### src/hw/rtl/bounded_min_heap_macros.svh
// Assertion macros for the bounded min-heap RTL.
// Included by the top level; define NO_ASSERTIONS to compile them away.
`ifndef BOUNDED_MIN_HEAP_MACROS_SVH
`define BOUNDED_MIN_HEAP_MACROS_SVH

`ifndef NO_ASSERTIONS

`define BMH_ASSERT(lbl, clk, rst_n, prop) \
    lbl: assert property (@(posedge clk) disable iff (!rst_n) (prop)) \
        else $error("bounded_min_heap: assertion failed");

`define BMH_ASSERT_NEXT(lbl, clk, rst_n, ante, cons) \
    lbl: assert property (@(posedge clk) disable iff (!rst_n) (ante) |=> (cons)) \
        else $error("bounded_min_heap: assertion failed");

`else

`define BMH_ASSERT(lbl, clk, rst_n, prop)

`define BMH_ASSERT_NEXT(lbl, clk, rst_n, ante, cons)

`endif

`endif

### src/hw/rtl/bmh_pkg.sv
// Types, constants and the key compare for the bounded min-heap.
// No dependencies; imported by bounded_min_heap.
`default_nettype none

package bmh_pkg;

    localparam int KEY_W       = 32;
    localparam int CAP_W       = 5;
    localparam int CNT_OUT_W   = 5;
    localparam int S_TDATA_W   = 32;
    localparam int S_TUSER_W   = 1;
    localparam int M_TDATA_W   = 40;
    localparam int M_TUSER_W   = 2;
    localparam int M_PAD_W     = M_TDATA_W - KEY_W - CNT_OUT_W;

    localparam logic [CAP_W-1:0] CAP_RESET = 5'd16;

    typedef enum logic {
        CMD_INSERT = 1'b0,
        CMD_POP    = 1'b1
    } t_bmh_cmd;

    typedef enum logic [8:0] {
        ST_IDLE     = 9'b000000001,
        ST_RD_LAST  = 9'b000000010,
        ST_GOT_LAST = 9'b000000100,
        ST_SD_L     = 9'b000001000,
        ST_SD_R     = 9'b000010000,
        ST_SD_PICK  = 9'b000100000,
        ST_SU       = 9'b001000000,
        ST_SU_CMP   = 9'b010000000,
        ST_FINISH   = 9'b100000000
    } t_bmh_state;

    function automatic logic key_less(input logic [KEY_W-1:0] a, input logic [KEY_W-1:0] b);
        return $signed(a) < $signed(b);
    endfunction

endpackage

`default_nettype wire

### src/hw/rtl/bounded_min_heap.sv
// Bounded min-heap priority queue: sequencer around one heap store RAM.
// Depends on bmh_pkg, bmh_ram and bounded_min_heap_macros.svh.
//
// Input stream: tdata holds the signed 32-bit key, tuser selects insert (0) or pop (1).
// Every accepted item yields exactly one output transfer: tdata carries the removed key
// (zero when none) and the count after the operation, tuser flags a removed key and a
// pop on an empty heap. An insert into a full heap evicts and reports the minimum first.
// The capacity register is written through i_cfg_we/i_cfg_wdata; the user must write it only
// while the block is idle, as the block itself does not enforce this. 0 acts as 1 and values
// above DEPTH act as DEPTH. One item is in work at a time. Each heap level costs a
// read-compare-write step on the single store RAM, in sift-down (ST_SD_L, ST_SD_R,
// ST_SD_PICK) and in sift-up (ST_SU, ST_SU_CMP). A pop on an empty heap goes straight from
// ST_IDLE to ST_FINISH without touching the store. The finished result sits in an output
// register; a new item is taken once the sequencer has handed its result over, so while
// the receiver stalls the output register holds one result, the sequencer may finish one
// more item and wait with it in ST_FINISH, and the input side then stops.
// Reset clears the count and sets the capacity to 16; the store itself is not cleared.
`default_nettype none
`include "bounded_min_heap_macros.svh"

module bounded_min_heap
    import bmh_pkg::*;
#(
    parameter int DEPTH = 16
) (
    input  wire logic                 i_clk,
    input  wire logic                 i_rst_n,
    input  wire logic                 i_cfg_we,
    input  wire logic [CAP_W-1:0]     i_cfg_wdata,     // capacity_limit
    input  wire logic                 i_s_axis_tvalid,
    output logic                      o_s_axis_tready,
    input  wire logic [S_TDATA_W-1:0] i_s_axis_tdata,  // [31:0] key_value
    input  wire logic [S_TUSER_W-1:0] i_s_axis_tuser,  // [0] cmd
    output logic                      o_m_axis_tvalid,
    input  wire logic                 i_m_axis_tready,
    output logic      [M_TDATA_W-1:0] o_m_axis_tdata,  // [31:0] out_value, [36:32] count_after
    output logic      [M_TUSER_W-1:0] o_m_axis_tuser   // [0] out_valid, [1] empty_error
);

    localparam int AW = $clog2(DEPTH);
    localparam int CW = $clog2(DEPTH + 1);
    localparam int IW = AW + 2;
    localparam int EW = CW + CAP_W;

    t_bmh_state          r_state, n_state;
    logic [CW-1:0]       r_count, n_count;
    logic [CAP_W-1:0]    r_cap;
    logic [AW-1:0]       r_pos, n_pos;
    logic [KEY_W-1:0]    r_val, n_val;
    logic [KEY_W-1:0]    r_key, n_key;
    logic [KEY_W-1:0]    r_top, n_top;
    logic [KEY_W-1:0]    r_lchild, n_lchild;
    logic                r_ins, n_ins;
    logic                r_pop_ok, n_pop_ok;
    logic                r_err, n_err;
    logic                r_oval;
    logic [M_TDATA_W-1:0] r_odata;
    logic [M_TUSER_W-1:0] r_ouser;

    logic                ram_we;
    logic [AW-1:0]       ram_waddr;
    logic [KEY_W-1:0]    ram_wdata;
    logic [AW-1:0]       ram_raddr;
    logic [KEY_W-1:0]    ram_rdata;

    logic                s_xfer;
    logic                out_load;
    logic                pop_done;
    logic                start_ins;
    logic                heap_full;
    logic [EW-1:0]       cap_x, cnt_x, eff_x;
    logic [IW-1:0]       cnt_i, left_i, right_i;
    logic [CW-1:0]       cnt_m1;
    logic [AW-1:0]       pos_m1, parent;
    logic                pick_right;
    logic [KEY_W-1:0]    pick_val;
    logic [AW-1:0]       pick_idx;
    logic [CW+CNT_OUT_W-1:0] cnt_out_x;

    bmh_ram #(
        .WIDTH (KEY_W),
        .DEPTH (DEPTH)
    ) u_store (
        .i_clk   (i_clk),
        .i_we    (ram_we),
        .i_waddr (ram_waddr),
        .i_wdata (ram_wdata),
        .i_raddr (ram_raddr),
        .o_rdata (ram_rdata)
    );

    assign o_s_axis_tready = (r_state == ST_IDLE);
    assign s_xfer          = i_s_axis_tvalid && o_s_axis_tready;
    assign out_load        = (r_state == ST_FINISH) && (!r_oval || i_m_axis_tready);

    assign cap_x     = {{CW{1'b0}}, r_cap};
    assign cnt_x     = {{CAP_W{1'b0}}, r_count};
    assign eff_x     = (cap_x == '0) ? EW'(1) : ((cap_x > EW'(DEPTH)) ? EW'(DEPTH) : cap_x);
    assign heap_full = (cnt_x >= eff_x) && (r_count != '0);

    assign cnt_i   = {{(IW-CW){1'b0}}, r_count};
    assign left_i  = {1'b0, r_pos, 1'b1};
    assign right_i = left_i + 1'b1;
    assign cnt_m1  = r_count - 1'b1;
    assign pos_m1  = r_pos - 1'b1;
    assign parent  = pos_m1 >> 1;

    assign pick_right = !key_less(r_lchild, ram_rdata);
    assign pick_val   = pick_right ? ram_rdata : r_lchild;
    assign pick_idx   = pick_right ? right_i[AW-1:0] : left_i[AW-1:0];

    assign cnt_out_x = {{CNT_OUT_W{1'b0}}, r_count};

    always_comb begin
        n_state   = r_state;
        n_count   = r_count;
        n_pos     = r_pos;
        n_val     = r_val;
        n_key     = r_key;
        n_top     = r_top;
        n_lchild  = r_lchild;
        n_ins     = r_ins;
        n_pop_ok  = r_pop_ok;
        n_err     = r_err;
        ram_we    = 1'b0;
        ram_waddr = r_pos;
        ram_wdata = r_val;
        ram_raddr = '0;
        pop_done  = 1'b0;
        start_ins = 1'b0;

        unique case (r_state)
            ST_IDLE: begin
                if (s_xfer) begin
                    n_key    = i_s_axis_tdata;
                    n_err    = 1'b0;
                    n_pop_ok = 1'b0;
                    n_ins    = 1'b0;
                    n_top    = '0;
                    if (t_bmh_cmd'(i_s_axis_tuser[0]) == CMD_POP) begin
                        if (r_count == '0) begin
                            n_err   = 1'b1;
                            n_state = ST_FINISH;
                        end else begin
                            n_pop_ok = 1'b1;
                            n_state  = ST_RD_LAST;
                        end
                    end else if (heap_full) begin
                        n_pop_ok = 1'b1;
                        n_ins    = 1'b1;
                        n_state  = ST_RD_LAST;
                    end else begin
                        start_ins = 1'b1;
                    end
                end
            end
            ST_RD_LAST: begin
                n_top     = ram_rdata;
                ram_raddr = cnt_m1[AW-1:0];
                n_count   = cnt_m1;
                n_state   = ST_GOT_LAST;
            end
            ST_GOT_LAST: begin
                n_val = ram_rdata;
                n_pos = '0;
                if (r_count == '0) begin
                    pop_done = 1'b1;
                end else begin
                    n_state = ST_SD_L;
                end
            end
            ST_SD_L: begin
                if (left_i < cnt_i) begin
                    ram_raddr = left_i[AW-1:0];
                    n_state   = ST_SD_R;
                end else begin
                    ram_we   = 1'b1;
                    pop_done = 1'b1;
                end
            end
            ST_SD_R: begin
                n_lchild = ram_rdata;
                if (right_i < cnt_i) begin
                    ram_raddr = right_i[AW-1:0];
                    n_state   = ST_SD_PICK;
                end else if (key_less(ram_rdata, r_val)) begin
                    ram_we    = 1'b1;
                    ram_wdata = ram_rdata;
                    n_pos     = left_i[AW-1:0];
                    n_state   = ST_SD_L;
                end else begin
                    ram_we   = 1'b1;
                    pop_done = 1'b1;
                end
            end
            ST_SD_PICK: begin
                if (key_less(pick_val, r_val)) begin
                    ram_we    = 1'b1;
                    ram_wdata = pick_val;
                    n_pos     = pick_idx;
                    n_state   = ST_SD_L;
                end else begin
                    ram_we   = 1'b1;
                    pop_done = 1'b1;
                end
            end
            ST_SU: begin
                if (r_pos == '0) begin
                    ram_we  = 1'b1;
                    n_state = ST_FINISH;
                end else begin
                    ram_raddr = parent;
                    n_state   = ST_SU_CMP;
                end
            end
            ST_SU_CMP: begin
                ram_we = 1'b1;
                if (key_less(r_val, ram_rdata)) begin
                    ram_wdata = ram_rdata;
                    n_pos     = parent;
                    n_state   = ST_SU;
                end else begin
                    n_state = ST_FINISH;
                end
            end
            ST_FINISH: begin
                if (out_load) begin
                    n_state = ST_IDLE;
                end
            end
            default: begin
                n_state = ST_IDLE;
            end
        endcase

        if (pop_done) begin
            if (r_ins) begin
                start_ins = 1'b1;
            end else begin
                n_state = ST_FINISH;
            end
        end

        if (start_ins) begin
            n_pos   = r_count[AW-1:0];
            n_val   = n_key;
            n_count = r_count + 1'b1;
            n_state = ST_SU;
        end
    end

    always_ff @(posedge i_clk) begin
        if (!i_rst_n) begin
            r_state <= ST_IDLE;
            r_count <= '0;
            r_cap   <= CAP_RESET;
            r_oval  <= 1'b0;
        end else begin
            r_state <= n_state;
            r_count <= n_count;
            if (i_cfg_we) begin
                r_cap <= i_cfg_wdata;
            end
            if (out_load) begin
                r_oval <= 1'b1;
            end else if (i_m_axis_tready) begin
                r_oval <= 1'b0;
            end
        end
    end

    always_ff @(posedge i_clk) begin
        r_pos    <= n_pos;
        r_val    <= n_val;
        r_key    <= n_key;
        r_top    <= n_top;
        r_lchild <= n_lchild;
        r_ins    <= n_ins;
        r_pop_ok <= n_pop_ok;
        r_err    <= n_err;
        if (out_load) begin
            r_odata <= {{M_PAD_W{1'b0}}, cnt_out_x[CNT_OUT_W-1:0],
                        (r_pop_ok ? r_top : {KEY_W{1'b0}})};
            r_ouser <= {r_err, r_pop_ok};
        end
    end

    assign o_m_axis_tvalid = r_oval;
    assign o_m_axis_tdata  = r_odata;
    assign o_m_axis_tuser  = r_ouser;

    `BMH_ASSERT(a_count_bound, i_clk, i_rst_n, r_count <= CW'(DEPTH))
    `BMH_ASSERT(a_flags_excl, i_clk, i_rst_n, o_m_axis_tvalid |-> !(&o_m_axis_tuser))
    `BMH_ASSERT(a_no_write_idle, i_clk, i_rst_n, (r_state == ST_IDLE) |-> !ram_we)
    `BMH_ASSERT_NEXT(a_busy_after_in, i_clk, i_rst_n, s_xfer, r_state != ST_IDLE)

endmodule

`default_nettype wire

### src/hw/rtl/bmh_ram.sv
// Generic simple dual-port RAM: one write port, one read port, registered read.
// No dependencies.
`default_nettype none

module bmh_ram #(
    parameter int WIDTH = 32,
    parameter int DEPTH = 16
) (
    input  wire logic                     i_clk,
    input  wire logic                     i_we,
    input  wire logic [$clog2(DEPTH)-1:0] i_waddr,
    input  wire logic [WIDTH-1:0]         i_wdata,
    input  wire logic [$clog2(DEPTH)-1:0] i_raddr,
    output logic      [WIDTH-1:0]         o_rdata
);

    logic [WIDTH-1:0] r_mem [DEPTH];

    always_ff @(posedge i_clk) begin
        if (i_we) begin
            r_mem[i_waddr] <= i_wdata;
        end
        o_rdata <= r_mem[i_raddr];
    end

endmodule

`default_nettype wire
### config.mk
export PLATFORM = sky130hd
export DESIGN_NAME = bounded_min_heap
export DESIGN_NICKNAME = d
export VERILOG_FILES = /design/src/hw/rtl/bmh_pkg.sv /design/src/hw/rtl/bounded_min_heap.sv /design/src/hw/rtl/bmh_ram.sv
export VERILOG_INCLUDE_DIRS = /design/src /design/src/hw/rtl
export SDC_FILE = /design/constraint.sdc
export NUM_CORES = 1
export LEC_CHECK = 0
export ABC_AREA = 1
export BUFFER_PORTS_ARGS = -buffer_cell sky130_fd_sc_hd__buf_2
export CAP_MARGIN = 20
export CORE_MARGIN = 8
export CORE_UTILIZATION = 45
export CTS_CLUSTER_DIAMETER = 120
export DETAILED_ROUTE_END_ITERATION = 12
export PLACE_DENSITY_LB_ADDON = 0.1
export SYNTH_ARGS = -nofsm -noshare
export SYNTH_HDL_FRONTEND = slang
export SYNTH_SLANG_ARGS = --single-unit
### constraint.sdc
create_clock -name i_clk -period 8.2 [get_ports i_clk]
set_clock_uncertainty 0.15 [all_clocks]
set_input_delay 0.82 -clock i_clk [delete_from_list [all_inputs] [get_ports i_clk]]
set_output_delay 0.82 -clock i_clk [all_outputs]
set_load 0.01 [all_outputs]
=== After elaboration in Yosys (flattened, before gate mapping) ===
Memories as Yosys holds them, arrays and structs flattened. A register that Yosys moved wholly into a read port is not among the register bits.
Cells that the tools add are included.

* Bits in registers: 194
* Bits in writable memories: 512
* Output and inout bits: 44
* Logic and storage cells: 128
* Memories kept: 1

* $add $sub $neg: 4
* Order comparisons: 8
* Eq/ne operators: 14
* Muxes and demuxes: 65
* Bitwise logic cells: 1
* Reductions and logical operators: 19

{| class="wikitable"
|+ Memory list
! memory !! depth !! bits a word !! read ports !! clocked after Yosys merged registers in !! wr ports !! line !! RTL
|-
| u_store.r_mem || 16 || 32 || 1 || 1 || 1 || bmh_ram.sv:17 || <nowiki>logic [WIDTH-1:0] r_mem [DEPTH];</nowiki>
|}

{| class="wikitable"
|+ Operator list
! operator !! count
|-
| two-way mux 32 bit || 10
|-
| < comparator 32 bit || 4
|-
| two-way mux 9 bit || 14
|-
| case mux 32 bit (3 select lines) || 1
|-
| case mux 9 bit (9 select lines) || 1
|-
| case mux 32 bit (2 select lines) || 1
|-
| two-way mux 4 bit || 8
|-
| case mux 4 bit (4 select lines) || 2
|-
| two-way mux 1 bit || 20
|-
| two-way mux 5 bit || 4
|-
| inequality test 3 bit (second input constant) || 4
|-
| zero test 10 bit || 1
|-
| nonzero test 5 bit || 2
|-
| equality test 9 x 1 -> 1 bit (second input constant) || 1
|-
| equality test 9 x 2 -> 1 bit (second input constant) || 1
|-
| equality test 9 x 3 -> 1 bit (second input constant) || 1
|-
| equality test 9 x 4 -> 1 bit (second input constant) || 1
|-
| equality test 9 x 5 -> 1 bit (second input constant) || 1
|-
| equality test 9 x 6 -> 1 bit (second input constant) || 1
|-
| equality test 9 x 7 -> 1 bit (second input constant) || 1
|-
| equality test 9 x 8 -> 1 bit (second input constant) || 1
|-
| equality test 9 bit (second input constant) || 1
|-
| case mux 1 bit (4 select lines) || 2
|-
| nonzero test 2 bit || 4
|-
| 20 further kinds || 24
|}

=== Longest topological paths before layout ===
* Depth after elaboration: 13
* Mapped depth: 38
* Depth with buffers taken out: 36

=== By module ===
From an unflattened synthesis, not the netlist that was laid out.

* Cell total of the unflattened synthesis: 3519
* Area, all modules: 34550.6 um^2

{| class="wikitable"
|+ Modules (own cells, without submodules)
! module !! times used !! cells an instance !! area each (um^2) !! sequential area each (um^2)
|-
| bmh_ram || 1 || 2120 || 22730.6 || 16015.4
|-
| bounded_min_heap || 1 || 1399 || 11820.1 || 5305.1
|}

=== Worst setup path before layout ===
OpenSTA, ideal clock, no wires.

* Path kind: register to register
* Start point: register u_store.o_rdata[31] (read register of u_store.r_mem)
* End point: register r_val[0] (enable)
* Setup time: 0.389 ns
* Arrival time: 4.350 ns
* Required time: 7.661 ns
* Slack: 3.311 ns
* Cell stages (with the launch flop): 26
* Path buffers: 3
* Cell sequence: dfxtp_1 inv_1 ha_1 nand2_1 nor2_1 nand4_1 nor2_1 nand2_2 nand2_2 nand2_2 nand2_1 clkbuf_1 clkbuf_1 o21ai_0 ha_1 nand4_1 nor4_1 inv_1 nor4_1 nand2_2 nand3_1 nand3_2 nand2_2 a21boi_2 buf_4 nand2_1

* Word-level cells in the longest chain between the ends: 7

{| class="wikitable"
|+ Ends and longest elaborated chain
! what !! line !! RTL
|-
| from (decl) || bmh_ram.sv:14 || <nowiki>output logic [WIDTH-1:0] o_rdata</nowiki>
|-
| < comparator 32 bit || bmh_pkg.sv:36 || <nowiki>return $signed(a) < $signed(b);</nowiki>
|-
| two-way mux 32 bit || bounded_min_heap.sv:109 || <nowiki>assign pick_val = pick_right ? ram_rdata : r_lchild;</nowiki>
|-
| < comparator 32 bit || bmh_pkg.sv:36 ||
|-
| two-way mux 1 bit || bounded_min_heap.sv:197 || <nowiki>if (key_less(pick_val, r_val)) begin</nowiki>
|-
| case mux 1 bit (4 select lines) (*) || bounded_min_heap.sv:132 || <nowiki>unique case (r_state)</nowiki>
|-
| two-way mux 1 bit (*) || bounded_min_heap.sv:236 || <nowiki>if (pop_done) begin</nowiki>
|-
| nonzero test 2 bit (no line) (*) || n/a ||
|-
| to (signal assigned) || bounded_min_heap.sv:274 || <nowiki>r_val <= n_val;</nowiki>
|-
| to (decl) || bounded_min_heap.sv:49 || <nowiki>logic [KEY_W-1:0] r_val, n_val;</nowiki>
|}

Every way passes the cells marked *; elsewhere a longest branch is shown, timed or not.
A chain may end at the register's enable or synchronous reset.

=== Final worst setup path ===
* Start point: register u_store.o_rdata[31] (read register of u_store.r_mem)
* End point: register r_val[22], data pin

* Word-level cells in the longest chain between the ends: 7

{| class="wikitable"
|+ Ends and longest elaborated chain
! what !! line !! RTL
|-
| < comparator 32 bit || bmh_pkg.sv:36 ||
|-
| two-way mux 32 bit || bounded_min_heap.sv:109 ||
|-
| < comparator 32 bit || bmh_pkg.sv:36 ||
|-
| two-way mux 1 bit || bounded_min_heap.sv:197 ||
|-
| case mux 1 bit (4 select lines) (*) || bounded_min_heap.sv:132 ||
|-
| two-way mux 1 bit (*) || bounded_min_heap.sv:236 ||
|-
| two-way mux 32 bit (*) || bounded_min_heap.sv:244 || <nowiki>if (start_ins) begin</nowiki>
|-
| named net n_val[22] || bounded_min_heap.sv:49 ||
|}

The timed path passes the listed nets; every way through them passes the cells marked *.

==> impl_metrics.csv <==
group,metric,value,unit
route,drt-vias-per-instance,5.75,
yosys,ys_async_sr_fraction,0,
setup_path,r2r_slack,2.01,ns
setup_path,critPathRequiredTime,8.46,ns
global_route,antenna_found_initial,1,
clocking,numClockSinks,738,
route,drtIter0Drc,2354,
pwr,ir_drop,139,uV
floorplan,die-area,0.0833,mm^2
global_route,first_global_vias,21500,
setup_path,critPathMaxFanout,73,
placement,port_buffers,83,
placement,place.gp.congestion,0.920,
yosys,syn_area,0.0334,mm^2
setup_path,r2r-start,"u_store.o_rdata[31]$_DFF_P_",
sta,finalHoldViolCount,0,
setup_path,cp.arrival,6.45,ns
yosys,yosysTopAreaCell,"edfxtp_1",
pwr,p_per_area,264,mW/mm^2
global_route,grt_use_met3,0.0315,
setup_path,cp-end-kind,"register",
sta,report.final.slew_viol_count,0,
placement,placed_area,0.0350,mm^2
yosys,synth_edf_count,654,
sta,post-route-period-util,0.755,
sta,maxSlewHeadroom,0.142,
sta,hold-worst-slack,0.262,ns
run_status,status,"completed",
route,drt_pass1_iterations,5,
yosys,yosysSeqAreaShare,0.638,
global_route,grt_usage,0.223,
floorplan,chipWidth,289,um
sta,fin_crit,6.19,ns
floorplan,rows,100,
yosys,synth_ff_type,"edfxtp_1",
global_route,grt-busiest-layer,"met2",
run,maxCapViolCount,0,
route,post-route-drc-count,0,
final_layout,fillerInstances,6459,
global_route,grt_max_degree,179,
setup_path,startpoint_type,"register",
sta,tightest_slew,1.29,ns
setup_path,worst_r2r_endpoint,"r_val[22]$_DFFE_PP_",
yosys,yosys_register_bits,738,
placement,place_ws,1.53,ns
clocking,path_clk_slew,0.07,ns
setup_path,criticalPathCategory,"register to register",
clocking,clockBufferDepth,3,
sta,setup_tns,0,ns
floorplan,core-area,0.0741,mm^2
route,ant_nets,0,
pwr,p_leak,14.1,nW
hold_path,min_path_type,"primary input to register",
clocking,cts_tree,"built",
floorplan,io_pins,87,
setup_path,crit_end,"r_val[22]$_DFFE_PP_",
global_route,grt.met1_usage,0.322,
clocking,postCtsSetupRepairBufs,0,
floorplan,die_h,289,um
sta,fin_ws,2.01,ns
final_layout,syn_to_final_growth,13.1,%
yosys,synthCells,2753,
clocking,cts_made_buffers,78,
setup_path,critPathLaunch,"u_store.o_rdata[31]$_DFF_P_",
clocking,clock-root-buffer,"clkbuf_16",
final_layout,final_layout_size_suffix_gt1_frac,0.200,
route,vias,22300,
global_route,grt-ovfl-total,0,
global_route,met2_usage,0.351,
final_layout,fin_area,0.0378,mm^2
yosys,synth_area_per_cell,12.1,um^2
yosys,synth.area.top_cells,"edfxtp_1 (59%), mux2_2 (8.6%), nand2_1 (5.4%)",
sta,fmax,0.162,GHz
setup_path,reg2reg_depth,26,
sta,rsz0062_at_grt,"false",
clocking,ctsResizeCount,0,
clocking,h-tree-depth,3,
global_route,grt_first_pass_wirelength,140000,um
placement,dp_hpwl,55900,um
yosys,synth.top_cell.area_share,0.587,
sta,setup_viol,0,
final_layout,final_cell_mix,"edfxtp_1 (654), nand2_1 (478), mux2_2 (256)",
floorplan,start_util,0.452,
clocking,cts_hold_repair.buffers,0,
final_layout,fin_nets,3000,
route,wl_per_cell,24.4,um
yosys,yosys_warnings,0,
hold_path,worstHoldPathCells,3,
pwr,fin_total_pwr,0.00998,W
route,wl,94600,um
final_layout,final_common_cell,"edfxtp_1",
clocking,clkLatencyLatePin,0.63,ns
yosys,ys_types,49,
[worst min path at each step]
stage | from | end | slack, ns
3_5_place_dp | r_err$_SDFFCE_PN0P_ | o_m_axis_tuser[1]$_DFFE_PP_ | 0.27
4_1_cts | i_cfg_wdata[4] | r_cap[4]$_SDFFE_PN1P_ | 0.23
2_1_floorplan | r_err$_SDFFCE_PN0P_ | o_m_axis_tuser[1]$_DFFE_PP_ | 0.25
5_1_grt | i_s_axis_tdata[18] | r_key[18]$_DFF_P_ | 0.27
3_3_place_gp | r_err$_SDFFCE_PN0P_ | o_m_axis_tuser[1]$_DFFE_PP_ | 0.26
6_report | i_cfg_wdata[4] | r_cap[4]$_SDFFE_PN1P_ | 0.26
[sequential cells by signal, indices dropped and copies added, names as in the netlist, 2 cells and up]
signal,flops
o_m_axis_tuser,2
r_lchild,32
o_m_axis_tdata,37
r_top,32
u_store.r_mem,512
r_cap,5
r_val,32
u_store.o_rdata,32
r_key,32
r_count,5
r_pos,4
r_state,9
[Yosys cell counts (2+ instances only)]
| cell | number |
|---|---|
| a211oi_1 | 7 |
| a21boi_2 | 2 |
| a21oi_1 | 194 |
| a31oi_1 | 2 |
| buf_2 | 40 |
| buf_4 | 12 |
| clkbuf_1 | 94 |
| clkinv_1 | 2 |
| dfxtp_1 | 84 |
| edfxtp_1 | 654 |
| ha_1 | 114 |
| inv_1 | 189 |
| inv_2 | 3 |
| mux2_2 | 256 |
| nand2_1 | 482 |
| nand2_2 | 7 |
| nand2_4 | 2 |
| nand3_1 | 31 |
| nand3_2 | 3 |
| nand4_1 | 16 |
| nor2_1 | 161 |
| nor2_2 | 3 |
| nor3_1 | 14 |
| nor4_1 | 10 |
| o2111ai_1 | 32 |
| o211ai_1 | 65 |
| o21a_1 | 5 |
| o21ai_0 | 148 |
| o21ai_1 | 26 |
| o21ai_2 | 2 |
| o221a_2 | 2 |
| o221ai_1 | 5 |
| o22ai_1 | 14 |
| o32ai_1 | 50 |
| xor2_1 | 8 |
[per-stage QoR]
step            util  std cells
2_1_floorplan      -       2755
3_3_place_gp   0.472       3701
3_5_place_dp   0.473       3711
4_1_cts        0.508       3853
5_1_grt        0.510       3874
6_report       0.511       3876
[layer usage]
| metal | vias up | share of wire |
|---|---|---|
| li1 | 10200 | - |
| met1 | 11100 | 0.45 |
| met2 | 840 | 0.46 |
| met3 | 119 | 0.068 |
| met4 | 0 | 0.021 |
| met5 | - | 0 |
[report_power, final]
group | internal, W | switching [W] | leakage [nW]
sequential | 0.00445 | 0.000122 | 6.63
combinational | 0.000538 | 0.00126 | 6.21
clock | 0.00215 | 0.00147 | 1.28
total | 0.00714 | 0.00285 | 14.1
[worst max-delay path, stage by stage, from the launching register on]
cell and delay (ns):
dfxtp_1 0.39, inv_1 0.13, ha_1 0.40, nand2_1 0.09, nor2_1 0.14, nand4_1 0.16
a21oi_1 0.17, nor2_1 0.09, nand3_1 0.14, nand2_2 0.36, buf_12 0.32, o21ai_0 0.26
ha_1 0.30, a21oi_1 0.17, nor2_1 0.06, a211oi_1 0.30, o221a_2 0.27, nand2_1 0.10
nand2_2 0.09, nand2_2 0.07, nand2_2 0.08, nand3_2 0.12, nand2_2 0.18, nand2_4 0.07
nand2_4 0.69, nand2_1 0.34, o21ai_0 0.24
[cell families after synthesis]
family | Yosys count | synth area share
buffers and inverters | 342 | 0.0415
flip-flops | 738 | 0.638
adder cells (fa/ha/maj) | 114 | 0.0427
AND/OR/NAND/NOR | 733 | 0.0880
XOR/XNOR | 9 | 0.00236
other | 1 | 0.000112
AO/OA/AOI/OAI | 560 | 0.102
multiplexers | 256 | 0.0862
[cell type report]
cell class | count | area (um^2) | share of cell area
flip-flops and latches | 738 | 21300 | 0.564
multi-input cells | 1675 | 10900 | 0.289
clock buffers | 109 | 2190 | 0.0580
well taps | 969 | 1210 | 0.0321
repair buffers | 156 | 1020 | 0.0269
inverters | 194 | 728 | 0.0193
clock inverters | 33 | 405 | 0.0107
diodes | 2 | 5.00 | 0.000132
(Power assumes the default switching activity.)
